==> src/rtl/core/pcpt_pkg.sv <==
// Package with shared types, constants and register indexes for the pin change and timer block.
package pcpt_pkg;

    localparam int PIN_BITS     = 8;
    localparam int TIMER_SLOTS  = 4;
    localparam int BUTTONS      = 8;
    localparam int TIMERS_DEF   = 4;
    localparam int EVT_BITS     = PIN_BITS + TIMER_SLOTS;
    localparam int SEL_W        = $clog2(EVT_BITS);
    localparam int QUEUE_DEPTH  = 2;
    localparam int CFG_IDX_W    = 3;
    localparam int CFG_DATA_W   = 32;
    localparam int WATCH_MAX    = (BUTTONS < PIN_BITS) ? BUTTONS : PIN_BITS;

    typedef enum logic [CFG_IDX_W-1:0] {
        CFG_ACTIVE  = 3'd0,
        CFG_PERIOD0 = 3'd1,
        CFG_PERIOD1 = 3'd2,
        CFG_PERIOD2 = 3'd3,
        CFG_PERIOD3 = 3'd4
    } t_cfg_idx;

    localparam logic KIND_BUTTON = 1'b0;
    localparam logic KIND_TIMER  = 1'b1;

    typedef struct packed {
        logic [TIMER_SLOTS-1:0] tmr_mask;
        logic [PIN_BITS-1:0]    btn_mask;
        logic [PIN_BITS-1:0]    btn_lvl;
    } t_job;

    typedef struct packed {
        logic full;
        logic empty;
    } t_q_stat;

endpackage

==> src/rtl/core/pin_change_and_periodic_timer_events.sv <==
// Top level of the pin change and periodic timer event block.
// Events of a poll go into the job queue, then into back end registers, before they show.
// The back end emits one event per cycle while the sink is ready, one for each event of a poll.
// The front takes a poll per cycle until the two-entry job queue is full.
// Reset (synchronous, active low) clears registers, queue and baseline; the first poll
// after reset loads the baseline levels and timer starts and emits nothing.
module pin_change_and_periodic_timer_events
    import pcpt_pkg::*;
#(
    parameter int TIMERS = TIMERS_DEF
) (
    input  logic                  i_clk,
    input  logic                  i_rst_n,
    input  logic                  i_cfg_we,
    input  logic [CFG_IDX_W-1:0]  i_cfg_idx,
    input  logic [CFG_DATA_W-1:0] i_cfg_data,
    input  logic                  i_s_tvalid,
    output logic                  o_s_tready,
    input  logic [47:0]           i_s_tdata,  // now_ms[31:0], pin_levels[39:32], restart_mask[43:40]
    output logic                  o_m_tvalid,
    input  logic                  i_m_tready,
    output logic [7:0]            o_m_tdata,  // channel[2:0], level[3]
    output logic                  o_m_tuser,  // event_kind[0]
    output logic                  o_m_tlast
);

    t_job    push_job;
    t_job    head_job;
    t_q_stat q_stat;
    logic    push;
    logic    pop;
    logic [2:0] channel;
    logic    level;

    pcpt_front #(
        .TIMERS(TIMERS)
    ) u_front (
        .i_clk          (i_clk),
        .i_rst_n        (i_rst_n),
        .i_cfg_we       (i_cfg_we),
        .i_cfg_idx      (i_cfg_idx),
        .i_cfg_data     (i_cfg_data),
        .i_valid        (i_s_tvalid),
        .i_now_ms       (i_s_tdata[31:0]),
        .i_pin_levels   (i_s_tdata[39:32]),
        .i_restart_mask (i_s_tdata[43:40]),
        .i_q_stat       (q_stat),
        .o_ready        (o_s_tready),
        .o_push         (push),
        .o_job          (push_job)
    );

    pcpt_queue u_queue (
        .i_clk   (i_clk),
        .i_rst_n (i_rst_n),
        .i_push  (push),
        .i_job   (push_job),
        .i_pop   (pop),
        .o_job   (head_job),
        .o_stat  (q_stat)
    );

    pcpt_back u_back (
        .i_clk     (i_clk),
        .i_rst_n   (i_rst_n),
        .i_job     (head_job),
        .i_q_stat  (q_stat),
        .o_pop     (pop),
        .o_valid   (o_m_tvalid),
        .i_ready   (i_m_tready),
        .o_kind    (o_m_tuser),
        .o_channel (channel),
        .o_level   (level),
        .o_last    (o_m_tlast)
    );

    assign o_m_tdata = {4'b0000, level, channel};

    a_q_consistent: assert property (@(posedge i_clk) disable iff (!i_rst_n)
        !(q_stat.full && q_stat.empty))
        else $error("job queue reports full and empty");

    a_timer_level: assert property (@(posedge i_clk) disable iff (!i_rst_n)
        (o_m_tvalid && o_m_tuser == KIND_TIMER) |->
        (o_m_tdata[3] == 1'b0 && 32'(o_m_tdata[2:0]) < 32'(TIMERS)))
        else $error("timer event with bad level or channel");

    a_drain_idle: assert property (@(posedge i_clk) disable iff (!i_rst_n)
        (o_m_tvalid && i_m_tready && o_m_tlast && q_stat.empty) |=> !o_m_tvalid)
        else $error("event shown after last of drained queue");

    a_push_room: assert property (@(posedge i_clk) disable iff (!i_rst_n)
        push |-> !q_stat.full)
        else $error("job pushed into full queue");

endmodule

==> src/rtl/core/pcpt_front.sv <==
// Front end: accept polls, hold configuration and state, classify events into a job.
module pcpt_front
    import pcpt_pkg::*;
#(
    parameter int TIMERS = TIMERS_DEF
) (
    input  logic                  i_clk,
    input  logic                  i_rst_n,
    input  logic                  i_cfg_we,
    input  logic [CFG_IDX_W-1:0]  i_cfg_idx,
    input  logic [CFG_DATA_W-1:0] i_cfg_data,
    input  logic                  i_valid,
    input  logic [31:0]           i_now_ms,
    input  logic [PIN_BITS-1:0]   i_pin_levels,
    input  logic [3:0]            i_restart_mask,
    input  t_q_stat               i_q_stat,
    output logic                  o_ready,
    output logic                  o_push,
    output t_job                  o_job
);

    logic [3:0]          r_active;
    logic [31:0]         r_period [TIMERS];
    logic [31:0]         r_start  [TIMERS];
    logic [31:0]         n_start  [TIMERS];
    logic [PIN_BITS-1:0] r_lvl;
    logic [PIN_BITS-1:0] n_lvl;
    logic                r_primed;
    logic [3:0]          watched;
    logic [PIN_BITS-1:0] btn_mask;
    logic [TIMER_SLOTS-1:0] tmr_mask;
    logic [31:0]         start_eff;
    logic                accept;

    assign o_ready = !i_q_stat.full;
    assign accept  = i_valid && o_ready;

    always_comb begin
        watched = (r_active > 4'(WATCH_MAX)) ? 4'(WATCH_MAX) : r_active;
        for (int i = 0; i < PIN_BITS; i++) begin
            btn_mask[i] = (4'(i) < watched) && (i_pin_levels[i] != r_lvl[i]);
            n_lvl[i]    = btn_mask[i] ? i_pin_levels[i] : r_lvl[i];
        end
        tmr_mask  = '0;
        start_eff = '0;
        for (int t = 0; t < TIMERS; t++) begin
            start_eff   = i_restart_mask[t] ? i_now_ms : r_start[t];
            tmr_mask[t] = (r_period[t] != 32'd0) && ((i_now_ms - start_eff) >= r_period[t]);
            n_start[t]  = (i_restart_mask[t] || tmr_mask[t]) ? i_now_ms : r_start[t];
        end
    end

    assign o_job.btn_mask = btn_mask;
    assign o_job.btn_lvl  = i_pin_levels;
    assign o_job.tmr_mask = tmr_mask;
    assign o_push = accept && r_primed && ((|btn_mask) || (|tmr_mask));

    always_ff @(posedge i_clk) begin
        if (!i_rst_n) begin
            r_active <= '0;
            r_primed <= 1'b0;
            r_lvl    <= '0;
            for (int t = 0; t < TIMERS; t++) begin
                r_period[t] <= '0;
                r_start[t]  <= '0;
            end
        end else begin
            if (i_cfg_we) begin
                case (i_cfg_idx)
                    CFG_ACTIVE: r_active <= i_cfg_data[3:0];
                    default: begin
                        for (int t = 0; t < TIMERS; t++) begin
                            if (i_cfg_idx == CFG_IDX_W'(int'(CFG_PERIOD0) + t)) begin
                                r_period[t] <= i_cfg_data;
                            end
                        end
                    end
                endcase
            end
            if (accept) begin
                r_primed <= 1'b1;
                if (!r_primed) begin
                    r_lvl <= i_pin_levels;
                    for (int t = 0; t < TIMERS; t++) begin
                        r_start[t] <= i_now_ms;
                    end
                end else begin
                    r_lvl <= n_lvl;
                    for (int t = 0; t < TIMERS; t++) begin
                        r_start[t] <= n_start[t];
                    end
                end
            end
        end
    end

endmodule

==> src/rtl/core/pcpt_queue.sv <==
// Short job queue between the front and back ends.
module pcpt_queue
    import pcpt_pkg::*;
(
    input  logic    i_clk,
    input  logic    i_rst_n,
    input  logic    i_push,
    input  t_job    i_job,
    input  logic    i_pop,
    output t_job    o_job,
    output t_q_stat o_stat
);

    localparam int PTR_W = $clog2(QUEUE_DEPTH);

    t_job             r_mem [QUEUE_DEPTH];
    logic [PTR_W-1:0] r_wp;
    logic [PTR_W-1:0] r_rp;
    logic [PTR_W:0]   r_cnt;
    logic             do_push;
    logic             do_pop;

    assign o_stat.full  = (r_cnt == (PTR_W+1)'(QUEUE_DEPTH));
    assign o_stat.empty = (r_cnt == '0);
    assign do_push = i_push && !o_stat.full;
    assign do_pop  = i_pop && !o_stat.empty;
    assign o_job   = r_mem[r_rp];

    always_ff @(posedge i_clk) begin
        if (do_push) begin
            r_mem[r_wp] <= i_job;
        end
    end

    always_ff @(posedge i_clk) begin
        if (!i_rst_n) begin
            r_wp  <= '0;
            r_rp  <= '0;
            r_cnt <= '0;
        end else begin
            if (do_push) begin
                r_wp <= (r_wp == PTR_W'(QUEUE_DEPTH - 1)) ? '0 : r_wp + 1'b1;
            end
            if (do_pop) begin
                r_rp <= (r_rp == PTR_W'(QUEUE_DEPTH - 1)) ? '0 : r_rp + 1'b1;
            end
            case ({do_push, do_pop})
                2'b10:   r_cnt <= r_cnt + 1'b1;
                2'b01:   r_cnt <= r_cnt - 1'b1;
                default: r_cnt <= r_cnt;
            endcase
        end
    end

endmodule

==> src/rtl/core/pcpt_back.sv <==
// Back end: walk a job's event mask and emit one event per transaction.
module pcpt_back
    import pcpt_pkg::*;
(
    input  logic       i_clk,
    input  logic       i_rst_n,
    input  t_job       i_job,
    input  t_q_stat    i_q_stat,
    output logic       o_pop,
    output logic       o_valid,
    input  logic       i_ready,
    output logic       o_kind,
    output logic [2:0] o_channel,
    output logic       o_level,
    output logic       o_last
);

    logic                r_busy;
    logic [EVT_BITS-1:0] r_mask;
    logic [PIN_BITS-1:0] r_lvl;
    logic [EVT_BITS-1:0] rest;
    logic [SEL_W-1:0]    sel;
    logic                hs;

    always_comb begin
        sel = '0;
        for (int j = EVT_BITS - 1; j >= 0; j--) begin
            if (r_mask[j]) begin
                sel = SEL_W'(j);
            end
        end
    end

    assign rest      = r_mask & (r_mask - 1'b1);
    assign o_valid   = r_busy;
    assign o_last    = (rest == '0);
    assign o_kind    = (sel >= SEL_W'(PIN_BITS)) ? KIND_TIMER : KIND_BUTTON;
    assign o_channel = (o_kind == KIND_TIMER) ? 3'(sel - SEL_W'(PIN_BITS)) : sel[2:0];
    assign o_level   = (o_kind == KIND_TIMER) ? 1'b0 : r_lvl[sel[2:0]];
    assign hs        = r_busy && i_ready;
    assign o_pop     = !i_q_stat.empty && (!r_busy || (hs && o_last));

    always_ff @(posedge i_clk) begin
        if (!i_rst_n) begin
            r_busy <= 1'b0;
            r_mask <= '0;
            r_lvl  <= '0;
        end else if (o_pop) begin
            r_busy <= 1'b1;
            r_mask <= {i_job.tmr_mask, i_job.btn_mask};
            r_lvl  <= i_job.btn_lvl;
        end else if (hs) begin
            r_mask <= rest;
            r_busy <= !o_last;
        end
    end

endmodule
==> config.mk <==
export PLATFORM = sky130hd
export DESIGN_NAME = pin_change_and_periodic_timer_events
export DESIGN_NICKNAME = d
export VERILOG_FILES = /design/src/rtl/core/pcpt_pkg.sv /design/src/rtl/core/pin_change_and_periodic_timer_events.sv /design/src/rtl/core/pcpt_front.sv /design/src/rtl/core/pcpt_queue.sv /design/src/rtl/core/pcpt_back.sv
export SDC_FILE = /design/constraint.sdc
export NUM_CORES = 1
export LEC_CHECK = 0
export BUFFER_PORTS_ARGS = -buffer_cell sky130_fd_sc_hd__buf_2
export CELL_PAD_IN_SITES_DETAIL_PLACEMENT = 1
export CELL_PAD_IN_SITES_GLOBAL_PLACEMENT = 2
export CORE_MARGIN = 2
export CORE_UTILIZATION = 42
export CTS_CLUSTER_DIAMETER = 200
export CTS_CLUSTER_SIZE = 12
export DETAILED_ROUTE_END_ITERATION = 16
export PLACE_DENSITY_LB_ADDON = 0.1
export SETUP_SLACK_MARGIN = 0.3
export SLEW_MARGIN = 20
export SYNTH_ARGS = -nofsm -noshare
export SYNTH_HDL_FRONTEND = slang
export SYNTH_SLANG_ARGS = --single-unit
==> constraint.sdc <==
create_clock -name i_clk -period 10.05 [get_ports i_clk]
set_input_delay 1.005 -clock i_clk [delete_from_list [all_inputs] [get_ports i_clk]]
set_output_delay 1.005 -clock i_clk [all_outputs]
set_load 0.01 [all_outputs]
After elaboration in Yosys (flattened, before gate mapping). Memories as Yosys holds them, arrays and structs flattened. A register that Yosys moved wholly into a read port is not among the register bits. Cells that the tools add are included.

Add/subtract/negate cells: 10. $lt $le $gt $ge: 15. Equality and inequality tests: 23. Mux-type cells: 87. Bitwise logic cells: 13. Reductions and logical operators: 50.

Operator list (count): $mux W32 (20); $ge A32 B32 Y1 (4); $reduce_bool A32 Y1 (4); $sub A32 B32 Y32 (4); $mux W4 (13); $mux W1 (48); $mux W12 (2); $logic_and A1 B1 Y1 (20); $reduce_and A2 Y1 (9); $lt A3 B4 Y1 const A (4); $ne A2 B1 Y1 const B (8); $and A12 B12 Y12 (1); $logic_not A12 Y1 (1); $or A1 B1 Y1 (12); $sub A12 B1 Y12 const B (1); $lt A1 B4 Y1 const A (2); $lt A2 B4 Y1 const A (2); $mux W8 (1); $ne A1 B1 Y1 (8); $reduce_or A8 Y1 (1); $eq A3 B2 Y1 const B (2); $logic_or A1 B1 Y1 (6); $eq A2 B2 Y1 const B (2); $ge A4 B4 Y1 const B (1); other kinds (17) (22).

Bits in registers: 38. RAM bits: 296. Input bits: 88. Output and inout bits: 12. Logic and storage cells: 217. Memories: 3.

Memory list: u_front.r_period (words 4, width 32, rd ports 4, clocked after memory_dff 0, wr ports 4, line pcpt_front.sv:23) `logic [31:0] r_period [TIMERS];`; u_front.r_start (words 4, width 32, rd ports 4, clocked after memory_dff 0, wr ports 4, line pcpt_front.sv:24) `logic [31:0] r_start [TIMERS];`; u_queue.r_mem (words 2, width 20, rd ports 1, clocked after memory_dff 1, wr ports 1, line pcpt_queue.sv:16) `t_job r_mem [QUEUE_DEPTH];`.

Logic depth before layout (Yosys ltp). Gate-level depths: netlist (run 1).

Depth after elaboration: 15. Mapped depth: 28.

Hierarchy. Synthesis (run 1) repeated with hierarchy kept, for this count alone.

Cells, all modules: 2354. Area, all modules: 24059.3 um2.

Modules (own cells, without submodules): pcpt_front (times used 1, cells each 2099, area each 21129.0 um2, sequential area each 7947.6 um2); pcpt_queue (times used 1, cells each 88, area each 1672.9 um2, sequential area each 1301.2 um2); pcpt_back (times used 1, cells each 161, area each 1216.2 um2, sequential area each 420.4 um2); pin_change_and_periodic_timer_events (times used 1, cells each 6, area each 41.3 um2, sequential area each 0.0 um2).

Worst setup path before layout (run 1). OpenSTA, ideal clock, no wires.

Path type: input to register. From: in i_s_tdata[40]. To: mem u_front.r_start[0][0], enable pin. Setup time: 466 ps. Data arrival time: 7628 ps. Slack: 1957 ps. Stages: 24. Path buffers: 2. Path through: clkbuf_1 clkbuf_1 mux2i_1 fa_1 nand2_1 a21oi_1 a41o_1 o41a_1 and4_1 o21ai_1 o311ai_1 a21o_1 a21oi_1 xnor2_1 ha_1 nand4_1 nor2_1 o211ai_1 nor2_1 o311a_1 o21ai_0 a21oi_1 nor3_1 o21ai_0.

RTL lines: start: declaration (line pin_change_and_periodic_timer_events.sv:19) `input logic [47:0] i_s_tdata,`; end: declaration (line pcpt_front.sv:24).

==> out/qor.csv, run 1 <==
stage;metric;value;unit
synthesis;most instantiated cells after synthesis;296 x edfxtp_1, 261 x and2_1, 257 x ha_1;
hold_path;Hold EP;u_back.r_mask[10];
power_and_ir_drop;total power;5.26;mW
synthesis;top_reg_cell synth;edfxtp_1;
cts;CTS H-tree depth;1;
synthesis;post-synthesis sequential area ratio;41.1;%
drt;Pre-Repair DR Iteration Count;5;
sta;RSZ-0062 raised after global routing;false;
global_routing;number of global-route vias before repair;18052;
critical_path;critical path launch point type;primary input;
power_and_ir_drop;internal power;3.26;mW
cts;post-CTS sizing;0;
power_and_ir_drop;NetSw;2.00;mW
power_and_ir_drop;Peak VDD IR;0.000140;V
cts;total setup buffers inserted after CTS;0;
run;max_cap viols;0;
critical_path;Max stage delay on crit path;0.79;ns
sta;Final Cycle Share;78.8;%
critical_path;Worst setup startpoint;i_s_tdata[42];
global_routing;initial antenna violation count;2;
cts;worst skew pair latency;0.61;ns
synthesis;Netlist cell types;87;
synthesis;post-synthesis async set-or-reset flop share;0;%
power_and_ir_drop;pwr dens;204;mW/mm2
power_and_ir_drop;Combinational Power Share;43.3;%
critical_path;worst reg2reg path depth;23;
place;IO buf count;91;
critical_path;FF-to-FF setup slack;2.79;ns
hold_path;worst hold path class;register to register;
global_routing;largest net degree at the start of global routing;102;
synthesis;synth top area cells;edfxtp_1 38%, ha_1 14%, and2_1 6.9%;
sta;Max-slew headroom;22.4;%
floorplanning;initial core utilization;42.6;%
cells_and_area;fin cells;3121;
synthesis;leading area contributor after synthesis;edfxtp_1;
cells_and_area;Final Instance Area;0.0258;mm2
synthesis;count leader, synth;edfxtp_1;
drt;routed vias;17360;
synthesis;Post-synth EDFFs;296;
global_routing;first-pass GRT wire length;106000;um
drt;Post-Route WL;69300;um
floorplanning;Die Span Y;241;um
sta;count of pins over their slew limit;0;
place;dpl cells;3072;
global_routing;Total Routing Usage GR;24.1;%
place;routability congestion estimate from global placement;0.847;
floorplanning;full die area;0.0579;mm2
power_and_ir_drop;sequential cell fraction of total power;35.7;%
synthesis;post-synth top area share;37.8;%
floorplanning;row count;86;
floorplanning;core area;0.0552;mm2
drt;antenna viol nets, final;0;
drt;drt wl/cell;22.2;um
critical_path;CP Cell Sequence;buf_2 > mux2i_1 > ha_1 > a21o_1 > a21o_1 > a2111oi_0 > o31a_1 > o21ai_0 > nor4b_1 > or3_1 > o21ai_0 > a21oi_1 > xnor2_1 > ha_1 > a21o_1 > a21oi_1 > nand2_1 > a2111oi_0 > o311ai_0 > and3_1 > o41ai_4 > ha_1 > or3_1 > a21oi_1;
power_and_ir_drop;sw frac;38.1;%
floorplanning;I/O pin total;100;
critical_path;Crit Reg-Reg Startpoint;u_front.r_start[2][7];
cts;CTS tree;yes;
cts;clk buf depth;3;
power_and_ir_drop;Leak Pwr;11.1;nW
power_and_ir_drop;Clk pwr share;20.9;%
sta;# setup viols final;0;
sta;Least-Margin Pin Slew;1.15;ns
critical_path;worst flop-to-flop path endpoint;u_queue.r_cnt[1];
sta;final setup TNS;0;ns
critical_path;Critical Path End Type;register;
cells_and_area;share of cells above drive strength 1;8.14;%
hold_path;Hold Startpoint;u_queue.r_mem[0][18];
drt;Initial DRC Count;819;
sta;Period minus WS final;7.92;ns
cts;hold buffers post-CTS;0;
hold_path;Worst Hold Path Cells;2;
drt;drt via density;5.56;
synthesis;Synth Warn #;0;
critical_path;Slowest cell on crit path;a2111oi_0;
synthesis;post-synthesis sequential element count;335;
cts;# clock sinks;335;
sta;final hold violation count;0;
cells_and_area;Area growth, synth to finish;9.46;%
cts;clock buffer count from CTS;31;
critical_path;Crit Path Category;primary input to register;
sta;Max Clk Rate;0.126;GHz
synthesis;Mapped Area;0.0235;mm2
critical_path;Worst EP required;10.58;ns
critical_path;CP arrival;8.45;ns
sta;final hold slack;0.517;ns
cts;CTS Root Cell;clkbuf_16;
critical_path;crit path max fanout;11;
synthesis;Syn Inst Count;2275;
cells_and_area;Final nets;2707;
global_routing;Overflow after GRT;0;
synthesis;Syn Area/Cell;10.3;um2
sta;Worst Skew;0.0166;ns
cts;Reg clk slew, reported paths;0.07;ns
place;hpwl dp;52600;um
place;DP Area;0.0249;mm2
outcome;status;finished, final reports clean;
floorplanning;width of the die;241;um
drt;drt drc;0;
power by group through the flow:
stage	Combinational [mW]	Sequential, mW	Clock [mW]
6_report	2.28	1.88	1.10
5_1_grt	2.56	1.90	1.17
4_1_cts	2.29	1.88	1.13
3_5_place_dp	2.27	1.91	0
3_3_place_gp	2.18	1.90	0
2_1_floorplan	1.67	1.87	0
area by class of cell:
cell class	instances	area, um2
Sequential cell	335	9670
Tap cell	748	936
Timing Repair Buffer	113	653
Clock buffer	44	825
Fill cell	6111	29400
Multi-Input combinational cell	1698	13000
Antenna cell	3	7.51
Clock inverter	1	8.76
Inverter	179	672
critical path, delay by kind of cell:
family | cells | cell delay (ns)
adder cells (fa/ha/maj) | 3 | 0.95
AND/OR/NAND/NOR | 5 | 1.84
buffers and inverters | 1 | 0.45
XOR/XNOR | 1 | 0.17
multiplexers | 1 | 0.26
AO/OA/AOI/OAI | 13 | 3.73
stage by stage:
stage / worst slack [ns] / util (%)
floorplan: 1.96 / -
detailed placement: 1.63 / 45.1
global placement: 1.78 / 45.1
CTS: 2.25 / 46.6
global route: 1.77 / 46.6
finish: 2.13 / 46.7
routing by layer:
layer / track usage [%] / vias up / wire [um]
met4: 6.64 / 0 / 1910
li1: - / 8433 / -
met1: 33.3 / 8597 / 33300
met5: 0 / - / 0
met3: 1.78 / 89 / 1800
met2: 40.8 / 241 / 32300
sequential cells by signal (all words and copies together), names as in the netlist, named ones only:
signal and cells:
u_queue.r_wp 1, u_back.r_lvl 8, u_queue.r_rp 1, u_queue.r_mem 40, u_front.r_primed 1, u_queue.r_cnt 2, u_back.r_mask 12, u_front.r_start 128
u_front.r_active 4, u_back.o_valid 1, u_front.r_lvl 8, u_front.r_period 128
cells in the final DEF, fill, tap and decap left out, types with 21 or more instances in the layout:
master / netlist / final
dfxtp_1: 39 / 39
clkbuf_16: 0 / 31
xor2_1: 37 / 37
buf_2: 2 / 91
nand4_1: 42 / 42
inv_1: 177 / 177
nor2_1: 133 / 129
nand2b_1: 21 / 21
edfxtp_1: 296 / 296
a21o_1: 98 / 98
nand3_1: 26 / 26
ha_1: 257 / 257
a21oi_1: 137 / 137
nor4_1: 37 / 36
xnor2_1: 86 / 86
nor3_1: 25 / 25
o21ai_0: 89 / 85
nand2_1: 63 / 63
and2_1: 261 / 261
mux2i_1: 157 / 157
worst max path at each step:
stage / end / slack (ns) / depth (start not counted)
floorplan: u_front.r_start[0][0] / 1.96 / 24
global placement: u_front.r_start[1][31] / 1.78 / 21
detailed placement: u_queue.r_cnt[1] / 1.63 / 23
CTS: u_front.r_start[1][31] / 2.25 / 21
global route: u_queue.r_cnt[1] / 1.77 / 23
finish: u_queue.r_cnt[1] / 2.13 / 24
cells by family (layout without fill, tap and decap cells):
logic type	after synthesis	after routing	share of synthesized area, %
multiplexers	162	162	6.92
buffers and inverters	245	337	4.13
XOR/XNOR	123	123	4.58
AND/OR/NAND/NOR	661	661	15.4
flip-flops	335	335	41.1
adder cells (fa/ha/maj)	263	263	14.1
AO/OA/AOI/OAI	485	485	13.8
other	1	7	0.0159
Note: power is estimated with default switching activity, not from simulation.
==> inputs of run 2 (changes only) <==
ABC_AREA = 1   (was unset)
CORE_UTILIZATION = 39   (was 42)
clock period = 8.1 ns   (was 10.05 ns; I/O delays follow)
==> run 2 against run 1 <==
Net effect: area after synthesis up 2.3%; via count is 19% higher; die area increased by 10%; total power increased by 19%; sequential cell count stayed put; critical endpoint unchanged; routed wire length increased by 26%; setup slack lost 0.31 ns; register-to-register slack got worse by 0.56 ns; clock power increased by 25%; global-route usage up 3.1 points; clock skew rose by 0.00078 ns.
==> out/qor.csv, run 2 <==
stage;metric;value;unit
outcome;status;finished, final reports clean;
cts;clk buf depth;3;
synthesis;synth top area cells;edfxtp_1 37%, ha_1 13%, nand2_1 8.4%;
cells_and_area;fin cells;3860;
critical_path;crit path max fanout;12;
floorplanning;initial core utilization;39.2;%
floorplanning;core area;0.0614;mm2
synthesis;Syn Area/Cell;8.08;um2
cts;worst skew pair latency;0.60;ns
floorplanning;row count;91;
cells_and_area;Area growth, synth to finish;9.42;%
power_and_ir_drop;Clk pwr share;22.0;%
critical_path;critical path launch point type;primary input;
global_routing;initial antenna violation count;1;
drt;antenna viol nets, final;0;
power_and_ir_drop;Leak Pwr;12.0;nW
global_routing;first-pass GRT wire length;129000;um
synthesis;Syn Inst Count;2979;
cts;Reg clk slew, reported paths;0.07;ns
synthesis;top_reg_cell synth;edfxtp_1;
cells_and_area;Final nets;3406;
power_and_ir_drop;Combinational Power Share;42.3;%
cts;hold buffers post-CTS;0;
floorplanning;I/O pin total;100;
critical_path;Max stage delay on crit path;0.48;ns
sta;RSZ-0062 raised after global routing;false;
drt;Pre-Repair DR Iteration Count;5;
sta;Worst Skew;0.0174;ns
critical_path;Crit path top cell by count;nand2_1;
critical_path;Critical Path End Type;register;
place;routability congestion estimate from global placement;0.921;
drt;drt drc;0;
global_routing;largest net degree at the start of global routing;67;
power_and_ir_drop;sequential cell fraction of total power;35.8;%
drt;drt via density;5.33;
sta;final setup TNS;0;ns
synthesis;post-synthesis sequential area ratio;40.2;%
floorplanning;Die Span Y;252;um
run;max_cap viols;0;
hold_path;worst hold path class;primary input to register;
sta;final hold violation count;0;
critical_path;CP arrival;6.80;ns
synthesis;post-synthesis sequential element count;335;
synthesis;leading area contributor after synthesis;edfxtp_1;
cts;# clock sinks;335;
synthesis;Post-synth EDFFs;296;
drt;Post-Route WL;87500;um
power_and_ir_drop;NetSw;2.56;mW
synthesis;Mapped Area;0.0241;mm2
cells_and_area;ANT cells;0;
critical_path;Crit Path Category;primary input to register;
power_and_ir_drop;Peak VDD IR;0.000166;V
cells_and_area;Final Instance Area;0.0263;mm2
sta;# setup viols final;0;
drt;drt wl/cell;22.7;um
cts;post-CTS sizing;0;
global_routing;Total Routing Usage GR;27.2;%
cells_and_area;commonest cells after routing, fill and taps aside;539 x nand2_1, 443 x nor2_1, 395 x inv_1, 296 x edfxtp_1;
cts;CTS Root Cell;clkbuf_16;
global_routing;Overflow after GRT;0;
place;IO buf count;91;
sta;count of pins over their slew limit;0;
synthesis;count leader, synth;nand2_1;
place;hpwl dp;71200;um
sta;Period minus WS final;6.28;ns
synthesis;post-synth top area share;36.9;%
drt;Initial DRC Count;1150;
place;Worst Setup Slack post-DPL;1.03;ns
critical_path;Slowest cell on crit path;xor2_1;
sta;Max Clk Rate;0.159;GHz
global_routing;number of global-route vias before repair;20721;
synthesis;post-synthesis async set-or-reset flop share;0;%
power_and_ir_drop;pwr dens;237;mW/mm2
sta;Least-Margin Pin Slew;1.00;ns
synthesis;most instantiated cells after synthesis;539 x nand2_1, 443 x nor2_1, 396 x inv_1;
critical_path;Worst EP required;8.62;ns
cells_and_area;most common cell after layout, fill and taps aside;nand2_1;
cells_and_area;Largest regs;u_front.r_period x128, u_front.r_start x128, u_queue.r_mem x40;
cells_and_area;share of cells above drive strength 1;6.25;%
power_and_ir_drop;internal power;3.67;mW
floorplanning;full die area;0.0637;mm2
cts;total setup buffers inserted after CTS;0;
synthesis;Netlist cell types;49;
cts;clock buffer count from CTS;31;
cts;CTS H-tree depth;1;
sta;Final Cycle Share;77.5;%
place;DP Area;0.0255;mm2
cts;CTS tree;yes;
drt;routed vias;20583;
place;dpl cells;3812;
power_and_ir_drop;sw frac;41.1;%
sta;fin worst setup slack;1.82;ns
sta;Max-slew headroom;33.2;%
synthesis;Synth Warn #;0;
floorplanning;width of the die;252;um
[run 2: changes by cell type in the layout (fill, tap and decap cells not counted), moves of 91 or more]
cell / change
nand2_1: +476
nor2_1: +314
and2_1: -261
inv_1: +218
o21ai_0: +161
mux2i_1: -154
a21oi_1: +120
a21o_1: -91
[run 2: layout make-up]
| cell class | count | area, um2 |
|---|---|---|
| fill | 7493 | 35000 |
| timing repair buffer | 115 | 649 |
| inverter | 399 | 1500 |
| clock inverter | 1 | 8.76 |
| multi-input combinational | 2175 | 12700 |
| clock buffer | 45 | 828 |
| tap | 790 | 988 |
| sequential | 335 | 9670 |
[run 2: worst paths after layout]
| path | cells after the start | startpoint | to | slack, ns |
|---|---|---|---|---|
| worst max-delay path | 35 | i_s_tdata[0] | u_queue.r_cnt[1] | 1.82 |
| worst min-delay path | 1 | i_s_tdata[34] | u_queue.r_mem[1][2] | 0.46 |
| worst max register to register | 34 | u_front.r_start[3][0] | u_queue.r_cnt[1] | 2.23 |
| worst min register to register | 2 | u_back.r_lvl[6] | u_back.r_lvl[6] | 0.47 |
[run 2: power by group through the flow]
stage               clock network (mW)  registers, mW  logic [mW]
floorplan                            0           2.22        1.80
global placement                     0           2.26        2.54
detailed placement                   0           2.27        2.63
CTS                               1.40           2.23        2.65
global route                      1.45           2.25        2.96
finish                            1.37           2.23        2.63
[run 2: kinds of logic after synthesis]
family	count (synthesis)	share of synthesized area, %
xor+xnor	118	4.29
compound gates	594	13.4
mux	20	0.920
simple gates	1178	20.0
flops	335	40.2
fa+ha+maj	261	13.7
other cells	1	0.0156
buf+inv	472	7.56
[run 2: critical path: cells and delay by family]
family                   cells  cell delay [ns]
AO/OA/AOI/OAI                5             0.99
XOR/XNOR                     1             0.48
adder cells (fa/ha/maj)      4             1.14
buffers and inverters        5             0.73
AND/OR/NAND/NOR             20             2.62
[run 2: per-stage QoR]
stage / hold slack [ns] / total power [mW] / util (%)
finish: 0.459 / 6.23 / 42.9
global route: 0.441 / 6.66 / 42.9
floorplan: 0.425 / 4.02 / -
CTS: 0.434 / 6.29 / 42.9
global placement: 0.435 / 4.80 / 41.5
detailed placement: 0.452 / 4.90 / 41.5
[run 2: layer usage]
metal / routed length [um] / vias to the layer above / track usage [%] / part of all wire (%)
li1: - / 10199 / - / -
met1: 38800 / 9970 / 35.2 / 44
met2: 42800 / 308 / 47.8 / 49
met3: 2790 / 104 / 2.51 / 3.2
met4: 3130 / 2 / 8.72 / 3.6
met5: 10 / - / 0 / 0.011
